[src/rtl/fsk_pkg.sv]
// ----------------------------------------------------------------------------
// fsk_pkg
// Shared widths, register indexes, controller/datapath interface types and the
// saturating-increment helper of the run-pair FSK demodulator.
// ----------------------------------------------------------------------------
`default_nettype none

package fsk_pkg;

  localparam int CNT_W    = 16;
  localparam int PER_W    = CNT_W + 1;
  localparam int CFG_W    = 16;
  localparam int PPB_W    = 6;
  localparam int IDX_W    = 3;
  localparam int BCNT_W   = 16;
  localparam int DIV_W    = CNT_W + 1;
  localparam int STEP_W   = $clog2(DIV_W + 1);
  localparam int CMP_W    = (PER_W > CFG_W) ? PER_W : CFG_W;
  localparam int QEXT_W   = DIV_W + BCNT_W;
  localparam int IN_DATA_W  = 8;
  localparam int OUT_DATA_W = 24;

  localparam logic [CNT_W-1:0]  CNT_MAX  = {CNT_W{1'b1}};
  localparam logic [BCNT_W-1:0] BCNT_MAX = {BCNT_W{1'b1}};

  localparam logic [CFG_W-1:0] MIN_PERIOD_RST   = CFG_W'(6);
  localparam logic [CFG_W-1:0] MAX_PERIOD_RST   = CFG_W'(13);
  localparam logic [CFG_W-1:0] SPLIT_PERIOD_RST = CFG_W'(9);
  localparam logic [PPB_W-1:0] PPZ_RST          = PPB_W'(6);
  localparam logic [PPB_W-1:0] PPO_RST          = PPB_W'(5);

  typedef enum logic [IDX_W-1:0] {
    REG_MIN_PERIOD   = 3'd0,
    REG_MAX_PERIOD   = 3'd1,
    REG_SPLIT_PERIOD = 3'd2,
    REG_PPZ          = 3'd3,
    REG_PPO          = 3'd4
  } reg_idx_t;

  typedef struct packed {
    logic load;
    logic run;
    logic classify;
    logic push;
  } fsk_cmd_t;

  typedef struct packed {
    logic pair_done;
    logic need_div;
    logic div_busy;
    logic quot_zero;
    logic out_free;
  } fsk_stat_t;

  function automatic logic [CNT_W-1:0] sat_inc(input logic [CNT_W-1:0] v);
    return (v == CNT_MAX) ? v : v + CNT_W'(1);
  endfunction

endpackage

`default_nettype wire

[src/rtl/fsk_div.sv]
// ----------------------------------------------------------------------------
// fsk_div
// Restoring divider, one quotient bit per cycle, for the bit repeat count.
// ----------------------------------------------------------------------------
`default_nettype none

module fsk_div (
  input  wire logic                       clk,
  input  wire logic                       rst,
  input  wire logic                       start,
  input  wire logic [fsk_pkg::DIV_W-1:0]  dividend,
  input  wire logic [fsk_pkg::PPB_W-1:0]  divisor,
  output logic                            busy,
  output logic      [fsk_pkg::DIV_W-1:0]  quotient
);
  import fsk_pkg::*;

  logic [STEP_W-1:0] steps;
  logic [DIV_W-1:0]  quo;
  logic [PPB_W-1:0]  rem;
  logic [PPB_W-1:0]  dsr;
  logic [PPB_W:0]    rem_sh;
  logic              fits;

  assign rem_sh = {rem, quo[DIV_W-1]};
  assign fits   = rem_sh >= {1'b0, dsr};

  always_ff @(posedge clk) begin
    if (rst) begin
      steps <= '0;
    end else if (start) begin
      steps <= STEP_W'(DIV_W);
    end else if (steps != '0) begin
      steps <= steps - STEP_W'(1);
    end
  end

  always_ff @(posedge clk) begin
    if (start) begin
      quo <= dividend;
      rem <= '0;
      dsr <= divisor;
    end else if (steps != '0) begin
      quo <= {quo[DIV_W-2:0], fits};
      rem <= fits ? PPB_W'(rem_sh - {1'b0, dsr}) : rem_sh[PPB_W-1:0];
    end
  end

  assign busy     = steps != '0;
  assign quotient = quo;

endmodule

`default_nettype wire

[src/rtl/fsk_dp.sv]
// ----------------------------------------------------------------------------
// fsk_dp
// Datapath: configuration registers, run and pulse state, divider and the
// output holding register.
// ----------------------------------------------------------------------------
`default_nettype none

module fsk_dp (
  input  wire logic                          clk,
  input  wire logic                          rst,
  input  wire fsk_pkg::fsk_cmd_t             cmd,
  output fsk_pkg::fsk_stat_t                 stat,
  input  wire logic                          in_level,
  input  wire logic                          in_first,
  input  wire logic                          cfg_we,
  input  wire logic [fsk_pkg::IDX_W-1:0]     cfg_idx,
  input  wire logic [fsk_pkg::CFG_W-1:0]     cfg_wdata,
  output logic                               out_valid,
  input  wire logic                          out_ready,
  output logic                               out_value,
  output logic      [fsk_pkg::BCNT_W-1:0]    out_count
);
  import fsk_pkg::*;

  logic [CFG_W-1:0] min_period;
  logic [CFG_W-1:0] max_period;
  logic [CFG_W-1:0] split_period;
  logic [PPB_W-1:0] ppz;
  logic [PPB_W-1:0] ppo;

  logic             lat_level;
  logic             lat_first;

  logic             level_now;
  logic [CNT_W-1:0] run_length;
  logic [CNT_W-1:0] half_run_length;
  logic             half_seen;
  logic             pulse_known;
  logic             pulse_class;
  logic [CNT_W-1:0] tone_count;
  logic [PER_W-1:0] period;
  logic             emit_value;

  logic [CNT_W-1:0] rl_inc;
  logic [CMP_W-1:0] period_ext;
  logic             in_range;
  logic             pulse;
  logic [CNT_W-1:0] tc_inc;
  logic             change;
  logic [PPB_W-1:0] per_bit;
  logic [DIV_W-1:0] dividend;
  logic             div_start;
  logic             div_busy;
  logic [DIV_W-1:0] quotient;
  logic [QEXT_W-1:0] q_ext;
  logic [BCNT_W-1:0] q_sat;

  always_ff @(posedge clk) begin
    if (rst) begin
      min_period   <= MIN_PERIOD_RST;
      max_period   <= MAX_PERIOD_RST;
      split_period <= SPLIT_PERIOD_RST;
      ppz          <= PPZ_RST;
      ppo          <= PPO_RST;
    end else if (cfg_we) begin
      unique case (cfg_idx)
        REG_MIN_PERIOD:   min_period   <= cfg_wdata;
        REG_MAX_PERIOD:   max_period   <= cfg_wdata;
        REG_SPLIT_PERIOD: split_period <= cfg_wdata;
        REG_PPZ:          ppz          <= cfg_wdata[PPB_W-1:0];
        REG_PPO:          ppo          <= cfg_wdata[PPB_W-1:0];
        default:          ;
      endcase
    end
  end

  always_ff @(posedge clk) begin
    if (cmd.load) begin
      lat_level <= in_level;
      lat_first <= in_first;
    end
  end

  assign rl_inc     = sat_inc(run_length);
  assign period_ext = CMP_W'(period);
  assign in_range   = (period_ext >= CMP_W'(min_period)) && (period_ext < CMP_W'(max_period));
  assign pulse      = period_ext >= CMP_W'(split_period);
  assign tc_inc     = sat_inc(tone_count);
  assign change     = pulse_known && (pulse != pulse_class);
  assign per_bit    = pulse_class ? ((ppo == '0) ? PPB_W'(1) : ppo)
                                  : ((ppz == '0) ? PPB_W'(1) : ppz);
  assign dividend   = DIV_W'(tc_inc) + DIV_W'(1);
  assign div_start  = cmd.classify && in_range && change;

  always_ff @(posedge clk) begin
    if (rst) begin
      level_now       <= 1'b0;
      run_length      <= '0;
      half_run_length <= '0;
      half_seen       <= 1'b0;
      pulse_known     <= 1'b0;
      pulse_class     <= 1'b0;
      tone_count      <= '0;
    end else if (cmd.run) begin
      if (lat_first) begin
        level_now       <= lat_level;
        run_length      <= '0;
        half_run_length <= '0;
        half_seen       <= 1'b0;
        pulse_known     <= 1'b0;
        pulse_class     <= 1'b0;
        tone_count      <= '0;
      end else if (lat_level == level_now) begin
        run_length <= rl_inc;
      end else begin
        level_now  <= lat_level;
        run_length <= '0;
        half_seen  <= !half_seen;
        if (!half_seen) begin
          half_run_length <= rl_inc;
        end
      end
    end else if (cmd.classify) begin
      if (!in_range) begin
        tone_count <= '0;
      end else begin
        tone_count  <= change ? '0 : tc_inc;
        pulse_class <= pulse;
        pulse_known <= 1'b1;
      end
    end
  end

  always_ff @(posedge clk) begin
    if (cmd.run) begin
      period <= PER_W'(half_run_length) + PER_W'(rl_inc);
    end
    if (div_start) begin
      emit_value <= pulse_class;
    end
  end

  fsk_div u_div (
    .clk      (clk),
    .rst      (rst),
    .start    (div_start),
    .dividend (dividend),
    .divisor  (per_bit),
    .busy     (div_busy),
    .quotient (quotient)
  );

  assign q_ext = QEXT_W'(quotient);
  assign q_sat = (q_ext > QEXT_W'(BCNT_MAX)) ? BCNT_MAX : q_ext[BCNT_W-1:0];

  always_ff @(posedge clk) begin
    if (rst) begin
      out_valid <= 1'b0;
    end else if (cmd.push) begin
      out_valid <= 1'b1;
    end else if (out_ready) begin
      out_valid <= 1'b0;
    end
  end

  always_ff @(posedge clk) begin
    if (cmd.push) begin
      out_value <= emit_value;
      out_count <= q_sat;
    end
  end

  assign stat.pair_done = !lat_first && (lat_level != level_now) && half_seen;
  assign stat.need_div  = in_range && change;
  assign stat.div_busy  = div_busy;
  assign stat.quot_zero = quotient == '0;
  assign stat.out_free  = !out_valid || out_ready;

endmodule

`default_nettype wire

[src/rtl/fsk_ctrl.sv]
// ----------------------------------------------------------------------------
// fsk_ctrl
// Controller: sequences latch, run update, classification, division and
// result hand-off for one sample.
// ----------------------------------------------------------------------------
`default_nettype none

module fsk_ctrl (
  input  wire logic                clk,
  input  wire logic                rst,
  input  wire logic                in_valid,
  output logic                     in_ready,
  input  wire fsk_pkg::fsk_stat_t  stat,
  output fsk_pkg::fsk_cmd_t        cmd
);
  import fsk_pkg::*;

  typedef enum logic [4:0] {
    ST_IDLE  = 5'b00001,
    ST_RUN   = 5'b00010,
    ST_CLASS = 5'b00100,
    ST_DIV   = 5'b01000,
    ST_PUSH  = 5'b10000
  } state_t;

  state_t state;
  state_t state_next;

  always_ff @(posedge clk) begin
    if (rst) begin
      state <= ST_IDLE;
    end else begin
      state <= state_next;
    end
  end

  always_comb begin
    state_next   = state;
    cmd          = '0;
    unique case (state)
      ST_IDLE: begin
        cmd.load = in_valid;
        if (in_valid) state_next = ST_RUN;
      end
      ST_RUN: begin
        cmd.run    = 1'b1;
        state_next = stat.pair_done ? ST_CLASS : ST_IDLE;
      end
      ST_CLASS: begin
        cmd.classify = 1'b1;
        state_next   = stat.need_div ? ST_DIV : ST_IDLE;
      end
      ST_DIV: begin
        if (!stat.div_busy) state_next = ST_PUSH;
      end
      ST_PUSH: begin
        if (stat.quot_zero) begin
          state_next = ST_IDLE;
        end else if (stat.out_free) begin
          cmd.push   = 1'b1;
          state_next = ST_IDLE;
        end
      end
      default: state_next = ST_IDLE;
    endcase
  end

  assign in_ready = state == ST_IDLE;

endmodule

`default_nettype wire

[src/rtl/fsk_run_pair_demodulator_unit.sv]
// ----------------------------------------------------------------------------
// fsk_run_pair_demodulator_unit
// Run-pair FSK demodulator: pairs level runs into carrier periods, classes
// them and emits bit values with repeat counts.
// Each sample is latched in IDLE and applied in RUN; a closing run pair adds
// CLASS, and a class change adds DIV (one quotient bit per cycle) and PUSH.
// One request at a time; the next is taken once the last is done.
// Results wait in an output register while the next sample is taken.
// Reset: synchronous; restores register defaults and clears the run, pulse and tone state.
// ----------------------------------------------------------------------------
`default_nettype none

module fsk_run_pair_demodulator_unit (
  input  wire logic                                 clk,
  input  wire logic                                 rst,
  input  wire logic                                 s_tvalid,
  output logic                                      s_tready,
  input  wire logic [fsk_pkg::IN_DATA_W-1:0]        s_tdata,   // [0] level, rest zero
  input  wire logic                                 s_tuser,   // [0] first_sample
  output logic                                      m_tvalid,
  input  wire logic                                 m_tready,
  output logic      [fsk_pkg::OUT_DATA_W-1:0]       m_tdata,   // [0] bit_value, [16:1] bit_count
  input  wire logic                                 cfg_valid,
  output logic                                      cfg_ready,
  input  wire logic [fsk_pkg::IDX_W-1:0]            cfg_index,
  input  wire logic [fsk_pkg::CFG_W-1:0]            cfg_data
);
  import fsk_pkg::*;

  fsk_cmd_t          cmd;
  fsk_stat_t         stat;
  logic              out_value;
  logic [BCNT_W-1:0] out_count;

  assign cfg_ready = 1'b1;

  fsk_ctrl u_ctrl (
    .clk      (clk),
    .rst      (rst),
    .in_valid (s_tvalid),
    .in_ready (s_tready),
    .stat     (stat),
    .cmd      (cmd)
  );

  fsk_dp u_dp (
    .clk       (clk),
    .rst       (rst),
    .cmd       (cmd),
    .stat      (stat),
    .in_level  (s_tdata[0]),
    .in_first  (s_tuser),
    .cfg_we    (cfg_valid),
    .cfg_idx   (cfg_index),
    .cfg_wdata (cfg_data),
    .out_valid (m_tvalid),
    .out_ready (m_tready),
    .out_value (out_value),
    .out_count (out_count)
  );

  assign m_tdata = OUT_DATA_W'({out_count, out_value});

endmodule

`default_nettype wire
[config.mk]
export PLATFORM = sky130hd
export DESIGN_NAME = fsk_run_pair_demodulator_unit
export DESIGN_NICKNAME = d
export VERILOG_FILES = /design/src/rtl/fsk_pkg.sv /design/src/rtl/fsk_div.sv /design/src/rtl/fsk_dp.sv /design/src/rtl/fsk_ctrl.sv /design/src/rtl/fsk_run_pair_demodulator_unit.sv
export SDC_FILE = /design/constraint.sdc
export NUM_CORES = 1
export LEC_CHECK = 0
export BUFFER_PORTS_ARGS = -buffer_cell sky130_fd_sc_hd__buf_2
export CAP_MARGIN = 20
export CELL_PAD_IN_SITES_DETAIL_PLACEMENT = 2
export CELL_PAD_IN_SITES_GLOBAL_PLACEMENT = 2
export CORE_MARGIN = 1
export CORE_UTILIZATION = 39
export CTS_CLUSTER_DIAMETER = 30
export DETAILED_ROUTE_END_ITERATION = 8
export PLACE_DENSITY_LB_ADDON = 0.08
export SETUP_SLACK_MARGIN = 0.1
export SLEW_MARGIN = 10
export SYNTH_ARGS = -nofsm -noshare
export SYNTH_HDL_FRONTEND = slang
export SYNTH_SLANG_ARGS = --single-unit
[constraint.sdc]
create_clock -name clk -period 5.1 [get_ports clk]
set_input_delay 0.255 -clock clk [delete_from_list [all_inputs] [get_ports clk]]
set_output_delay 0.255 -clock clk [all_outputs]
set_load 0.1 [all_outputs]
==> metrics.txt, run 1 <==
Overflow after GRT=0; nature of the critical path endpoint=register; CTS Buffer Depth=2; Vias per Instance=5.59; synthesized area per cell=8.98 um^2; CTS Buf Count=17; critical path launch point type=register; Port Buffers=44; Reg clk slew, reported paths=80 ps; most frequent cells in the layout=nand2_1, dfxtp_1, a21oi_1; Post-synth top flop=dfxtp_1; drt wl/cell=20.3 um; Final Skew=15.4 ps; Pleak=0.00437 uW; Total GRT Usage=23.3%; Final min period=4400 ps; number of remaining DRC errors=5; pwr/cell area=351 mW/mm^2; DP Area=0.0110 mm^2; die area=0.0276 mm^2; kind of critical path=reg2reg; count of different cell masters after synthesis=81; number of global-route vias before repair=9392; initial antenna violation count=1; CP peak stage delay=510 ps; hpwl dp=22700 um; post-CTS setup buffers=0; VDD IR max=199 uV; actual slew at the worst max-slew pin=1080 ps; Max Cap Violations=0; TNS Setup=0 ps; Routability Congestion=0.780; register area share after synthesis=41.7%; Initial DRC Count=316; Vias=8616; H-tree Lvls=4; Post-CTS Resized=0; Rel. slew slack=27.2%; Crit path required time=5280 ps; Hold WC Path Type=in2reg; synthesis-to-layout area growth=10.7%; fin nets=1302; RSZ-0062 raised after global routing=false; first-pass GRT wire length=50700 um; fmax=227 MHz; Final Max Tran Viols=0; layout cells sized above 1=12.4%; synthesized area=0.0105 mm^2; hold buffers post-CTS=2; Rows=59; die height=166 um; drt first pass iters=6; CP cell instances=and4_1, nand4_1, nor2_1, buf_4, nand3_1, xor2_1, ha_1, fa_1, a21oi_1, o211ai_1, a31oi_1, nor2b_1, o21ai_0, a211oi_1, a31oi_1, o21ai_0; chip width=166 um; Syn Inst Count=1172; initial core utilization=40.0%; #FFs+latches synth=189; Detail Route Antenna Nets=0; Setup-failing EPs final=0; number of synthesized flops with an enable pin=60; fraction of registers with async set/reset=0%; CTS tree=done; final instance area=0.0116 mm^2; CP Max Fanout=10; Core Area=0.0263 mm^2; Crit-path slowest cell=dfxtp_1; largest net degree at the start of global routing=74; Root Driver=clkbuf_16; Worst EP arrival=4580 ps; CTS sink count=189; filler cell count=2940; routed wire length=31400 um; Fin. Hold Viols=0; status=complete, but fails checks; io pins=60; failing checks=design-rule violations; commonest non-fill, non-tap cell in the layout=nand2_1; worst skew pair latency=440 ps; fin crit share=86.3%; yosys warns=0
-- cells in the mapped netlist (all sizes together) (17+ instances only) --
library cell | n | area, um^2
a21oi | 100 | 500
buf | 24 | 145
clkbuf | 37 | 140
dfxtp | 129 | 2580
edfxtp | 60 | 1800
ha | 74 | 926
inv | 71 | 267
mux2 | 23 | 267
nand2 | 177 | 664
nand3 | 30 | 150
nand4 | 18 | 143
nor2 | 80 | 310
nor2b | 17 | 109
nor3 | 30 | 166
o21ai | 33 | 165
or2 | 18 | 113
xnor2 | 33 | 289
xor2 | 18 | 158
-- state kept, by name, indices dropped and copies added, names as in the netlist, 16 cells and up --
name	count
u_dp.tone_count	16
u_dp.out_count	16
u_dp.run_length	16
u_dp.period	17
u_dp.max_period	16
u_dp.half_run_length	16
u_dp.min_period	16
u_dp.u_div.quotient	17
u_dp.split_period	16
-- critical path: cells and delay by family, from the launching register on --
kind,cells,cell delay [ps]
AO/OA/AOI/OAI,7,1540
XOR/XNOR,1,270
adder cells (fa/ha/maj),2,670
buffers and inverters,1,160
flip-flops,1,510
AND/OR/NAND/NOR,5,990
-- layer usage --
metal / share of wire (%) / vias to the layer above / wire length, um / GRT usage, %
met2: 52 / 100 / 16300 / 43.3
li1: - / 4183 / - / -
met5: 0 / - / 0 / 0
met1: 44 / 4296 / 13900 / 28.0
met3: 1.9 / 37 / 596 / 3.00
met4: 1.9 / 0 / 595 / 6.64
-- layout make-up --
type	instances	area [um^2]	area share, %
well taps	335	419	3.60
inverters	71	267	2.29
flip-flops and latches	189	4380	37.7
clock buffers	18	450	3.87
repair buffers	57	325	2.79
diodes	1	2.50	0.0215
multi-input cells	857	5630	48.3
clock inverters	14	166	1.43
-- path summary, 6_finish.rpt --
check                                          start                            endpoint  slack [ps]  cells after the start
hold reg to reg   u_dp.split_period[11]$_SDFFE_PP0P_  u_dp.split_period[11]$_SDFFE_PP0P_         460                      2
setup reg to reg     u_dp.run_length[3]$_SDFFE_PP0P_           u_dp.period[16]$_DFFE_PP_         700                     16
hold / removal                           cfg_data[7]     u_dp.max_period[7]$_SDFFE_PP0P_          60                      3
setup / recovery     u_dp.run_length[3]$_SDFFE_PP0P_           u_dp.period[16]$_DFFE_PP_         700                     16
-- cell families after synthesis --
kind of cell             count (synthesis)  share of synthesized area (%)
AO/OA/AOI/OAI                          247                           15.3
XOR/XNOR                                51                           4.25
adder cells (fa/ha/maj)                 76                           9.18
buffers and inverters                  132                           5.25
flip-flops                             189                           41.7
multiplexers                            31                           3.29
other                                    2                         0.0714
AND/OR/NAND/NOR                        444                           21.0
-- report_power, final --
group	leakage, uW	switching, uW	total [uW]	internal (uW)
clock network	0.000308	663	1440	773
registers	0.00161	125	1890	1760
logic	0.00246	450	761	311
total	0.00437	1240	4080	2840
-- per-stage QoR --
stage | total power (uW) | hold WS [ps] | util, % | setup slack [ps] | cells
after floorplan | 2420 | 354 | - | 1270 | 1178
after global placement | 2610 | 432 | 41.9 | 848 | 1507
after detailed placement | 2680 | 435 | 41.9 | 732 | 1507
after CTS | 4130 | 51.4 | 44.3 | 680 | 1541
after global routing | 4270 | 58.2 | 44.3 | 265 | 1542
final | 4080 | 64.3 | 44.3 | 700 | 1542
Power figures use the tool's default switching activity.
==> inputs of run 2 (changes only) <==
==> constraint.sdc (replaced) <==
create_clock -name clk -period 5.1 [get_ports clk]
set_input_delay 1.02 -clock clk [delete_from_list [all_inputs] [get_ports clk]]
set_output_delay 1.02 -clock clk [all_outputs]
set_load 0.1 [all_outputs]
==> metrics.txt, run 2 (synthesized netlist as in run 1, its figures left out) <==
CTS tree=done; critical path launch point type=register; Final Max Tran Viols=0 (unchanged); Total GRT Usage=23.2% (-0.14 points); Routability Congestion=0.778 (-0.33%); Vias per Instance=5.60 (+0.28%); Root Driver=clkbuf_16; crit path buf inv count=1 (unchanged); DP Area=0.0110 mm^2 (unchanged); fin nets=1300 (-0.15%); Max Cap Violations=0 (unchanged); chip width=166 um (unchanged); status=complete, but fails checks; fmax=227 MHz (about the same); first-pass GRT wire length=50400 um (-0.62%); final instance area=0.0116 mm^2 (-0.14%); die height=166 um (unchanged); worst skew pair latency=450 ps (about the same); Detail Route Antenna Nets=0 (unchanged); die area=0.0276 mm^2 (unchanged); fin util=44.2% (-0.062 points); initial antenna violation count=2 (+1); actual slew at the worst max-slew pin=1020 ps (-60.2 ps); failing checks=design-rule violations; H-tree Lvls=4 (unchanged); routed wire length=31200 um (-0.39%); CTS Buf Count=17 (unchanged); Rows=59 (unchanged); Final min period=4400 ps (+4.41 ps); non-filler instance count after layout=1540 (-0.13%); Overflow after GRT=0 (unchanged); Final Skew=18.9 ps (+3.48 ps); TNS Setup=0 ps (unchanged); Hold WC Path Type=reg2reg; largest net degree at the start of global routing=62 (-16%); CP cell instances=and4_1, nand4_1, nor2_1, buf_4, nand3_1, xor2_1, ha_1, fa_1, a21oi_1, o211ai_1, a31oi_1, nor2b_1, o21ai_0, a211oi_1, a31oi_1, o21ai_0; drt first pass iters=6 (unchanged); number of remaining DRC errors=5 (unchanged); CTS sink count=189 (unchanged); most frequent cells in the layout=nand2_1, dfxtp_1, a21oi_1; kind of critical path=reg2reg; RSZ-0062 raised after global routing=false; CTS Buffer Depth=2 (unchanged); Largest delay share family, worst path=compound AO/OA/AOI/OAI gates; io pins=60 (unchanged); CP Max Fanout=10 (unchanged); hold buffers post-CTS=0 (-2); initial core utilization=40.0% (unchanged); number of global-route vias before repair=9308 (-0.89%); fin crit share=86.4% (+0.086 points); hpwl dp=22900 um (+1.1%); Port Buffers=44 (unchanged); Initial DRC Count=330 (+4.4%); commonest non-fill, non-tap cell in the layout=nand2_1; Tot Pwr=4060 uW (-0.50%); synthesis-to-layout area growth=10.5%; Setup-failing EPs final=0 (unchanged); CP peak stage delay=500 ps (about the same); VDD IR max=217 uV (+8.8%); pwr/cell area=349 mW/mm^2 (-0.36%); Fin. Hold Viols=0 (unchanged); Core Area=0.0263 mm^2 (unchanged); dpl cells=1507 (unchanged); drt wl/cell=20.3 um (-0.26%); post-CTS setup buffers=0 (unchanged); Vias=8629 (+0.15%); nature of the critical path endpoint=register; Crit path required time=5270 ps (about the same); Rel. slew slack=31.7% (+4.5 points); layout cells sized above 1=12.4% (+0.021 points); Crit-path slowest cell=dfxtp_1; Post-CTS Resized=0 (unchanged); Worst EP arrival=4580 ps (about the same); Reg clk slew, reported paths=80 ps (about the same); Pleak=0.00435 uW (-0.31%)
-- run 2: power by group --
group	leakage, uW	internal [uW]	switching, uW
registers	0.00161	1760	129
logic	0.00245	308	439
clock network	0.000302	752	673
-- run 2: per-stage QoR --
step,setup WS (ps),hold WS (ps)
floorplan,1020,400
global placement,848,443
detailed placement,714,450
CTS,653,461
global route,374,478
finish,695,458
-- run 2: tightest hold or removal path, cell delays in order, from the launching register on --
cell and delay (ps):
dfxtp_1 310, nand2_1 50, a21oi_1 50
-- run 2: final timing paths --
kind / cells after the start / start / slack [ps] / to
worst max-delay path: 16 / u_dp.run_length[3]$_SDFFE_PP0P_ / 700 / u_dp.period[16]$_DFFE_PP_
worst min-delay path: 2 / u_dp.min_period[4]$_SDFFE_PP0P_ / 460 / u_dp.min_period[4]$_SDFFE_PP0P_
worst max register to register: 16 / u_dp.run_length[3]$_SDFFE_PP0P_ / 700 / u_dp.period[16]$_DFFE_PP_
worst min register to register: 2 / u_dp.min_period[4]$_SDFFE_PP0P_ / 460 / u_dp.min_period[4]$_SDFFE_PP0P_
-- run 2: metal layers --
layer	vias up	track usage, %	routed length, um
li1	4179	-	-
met1	4331	27.4	13900
met2	83	43.8	16200
met5	-	0	13
met4	2	6.84	610
met3	34	2.57	515
-- run 2: area by class of cell --
type                            instances  area [um^2]
Multi-Input combinational cell        857         5630
Fill cell                            2944        14700
Timing Repair Buffer                   55          305
Antenna cell                            1         2.50
Clock buffer                           17          425
Tap cell                              335          419
Clock inverter                         15          195
Inverter                               71          267
Sequential cell                       189         4380
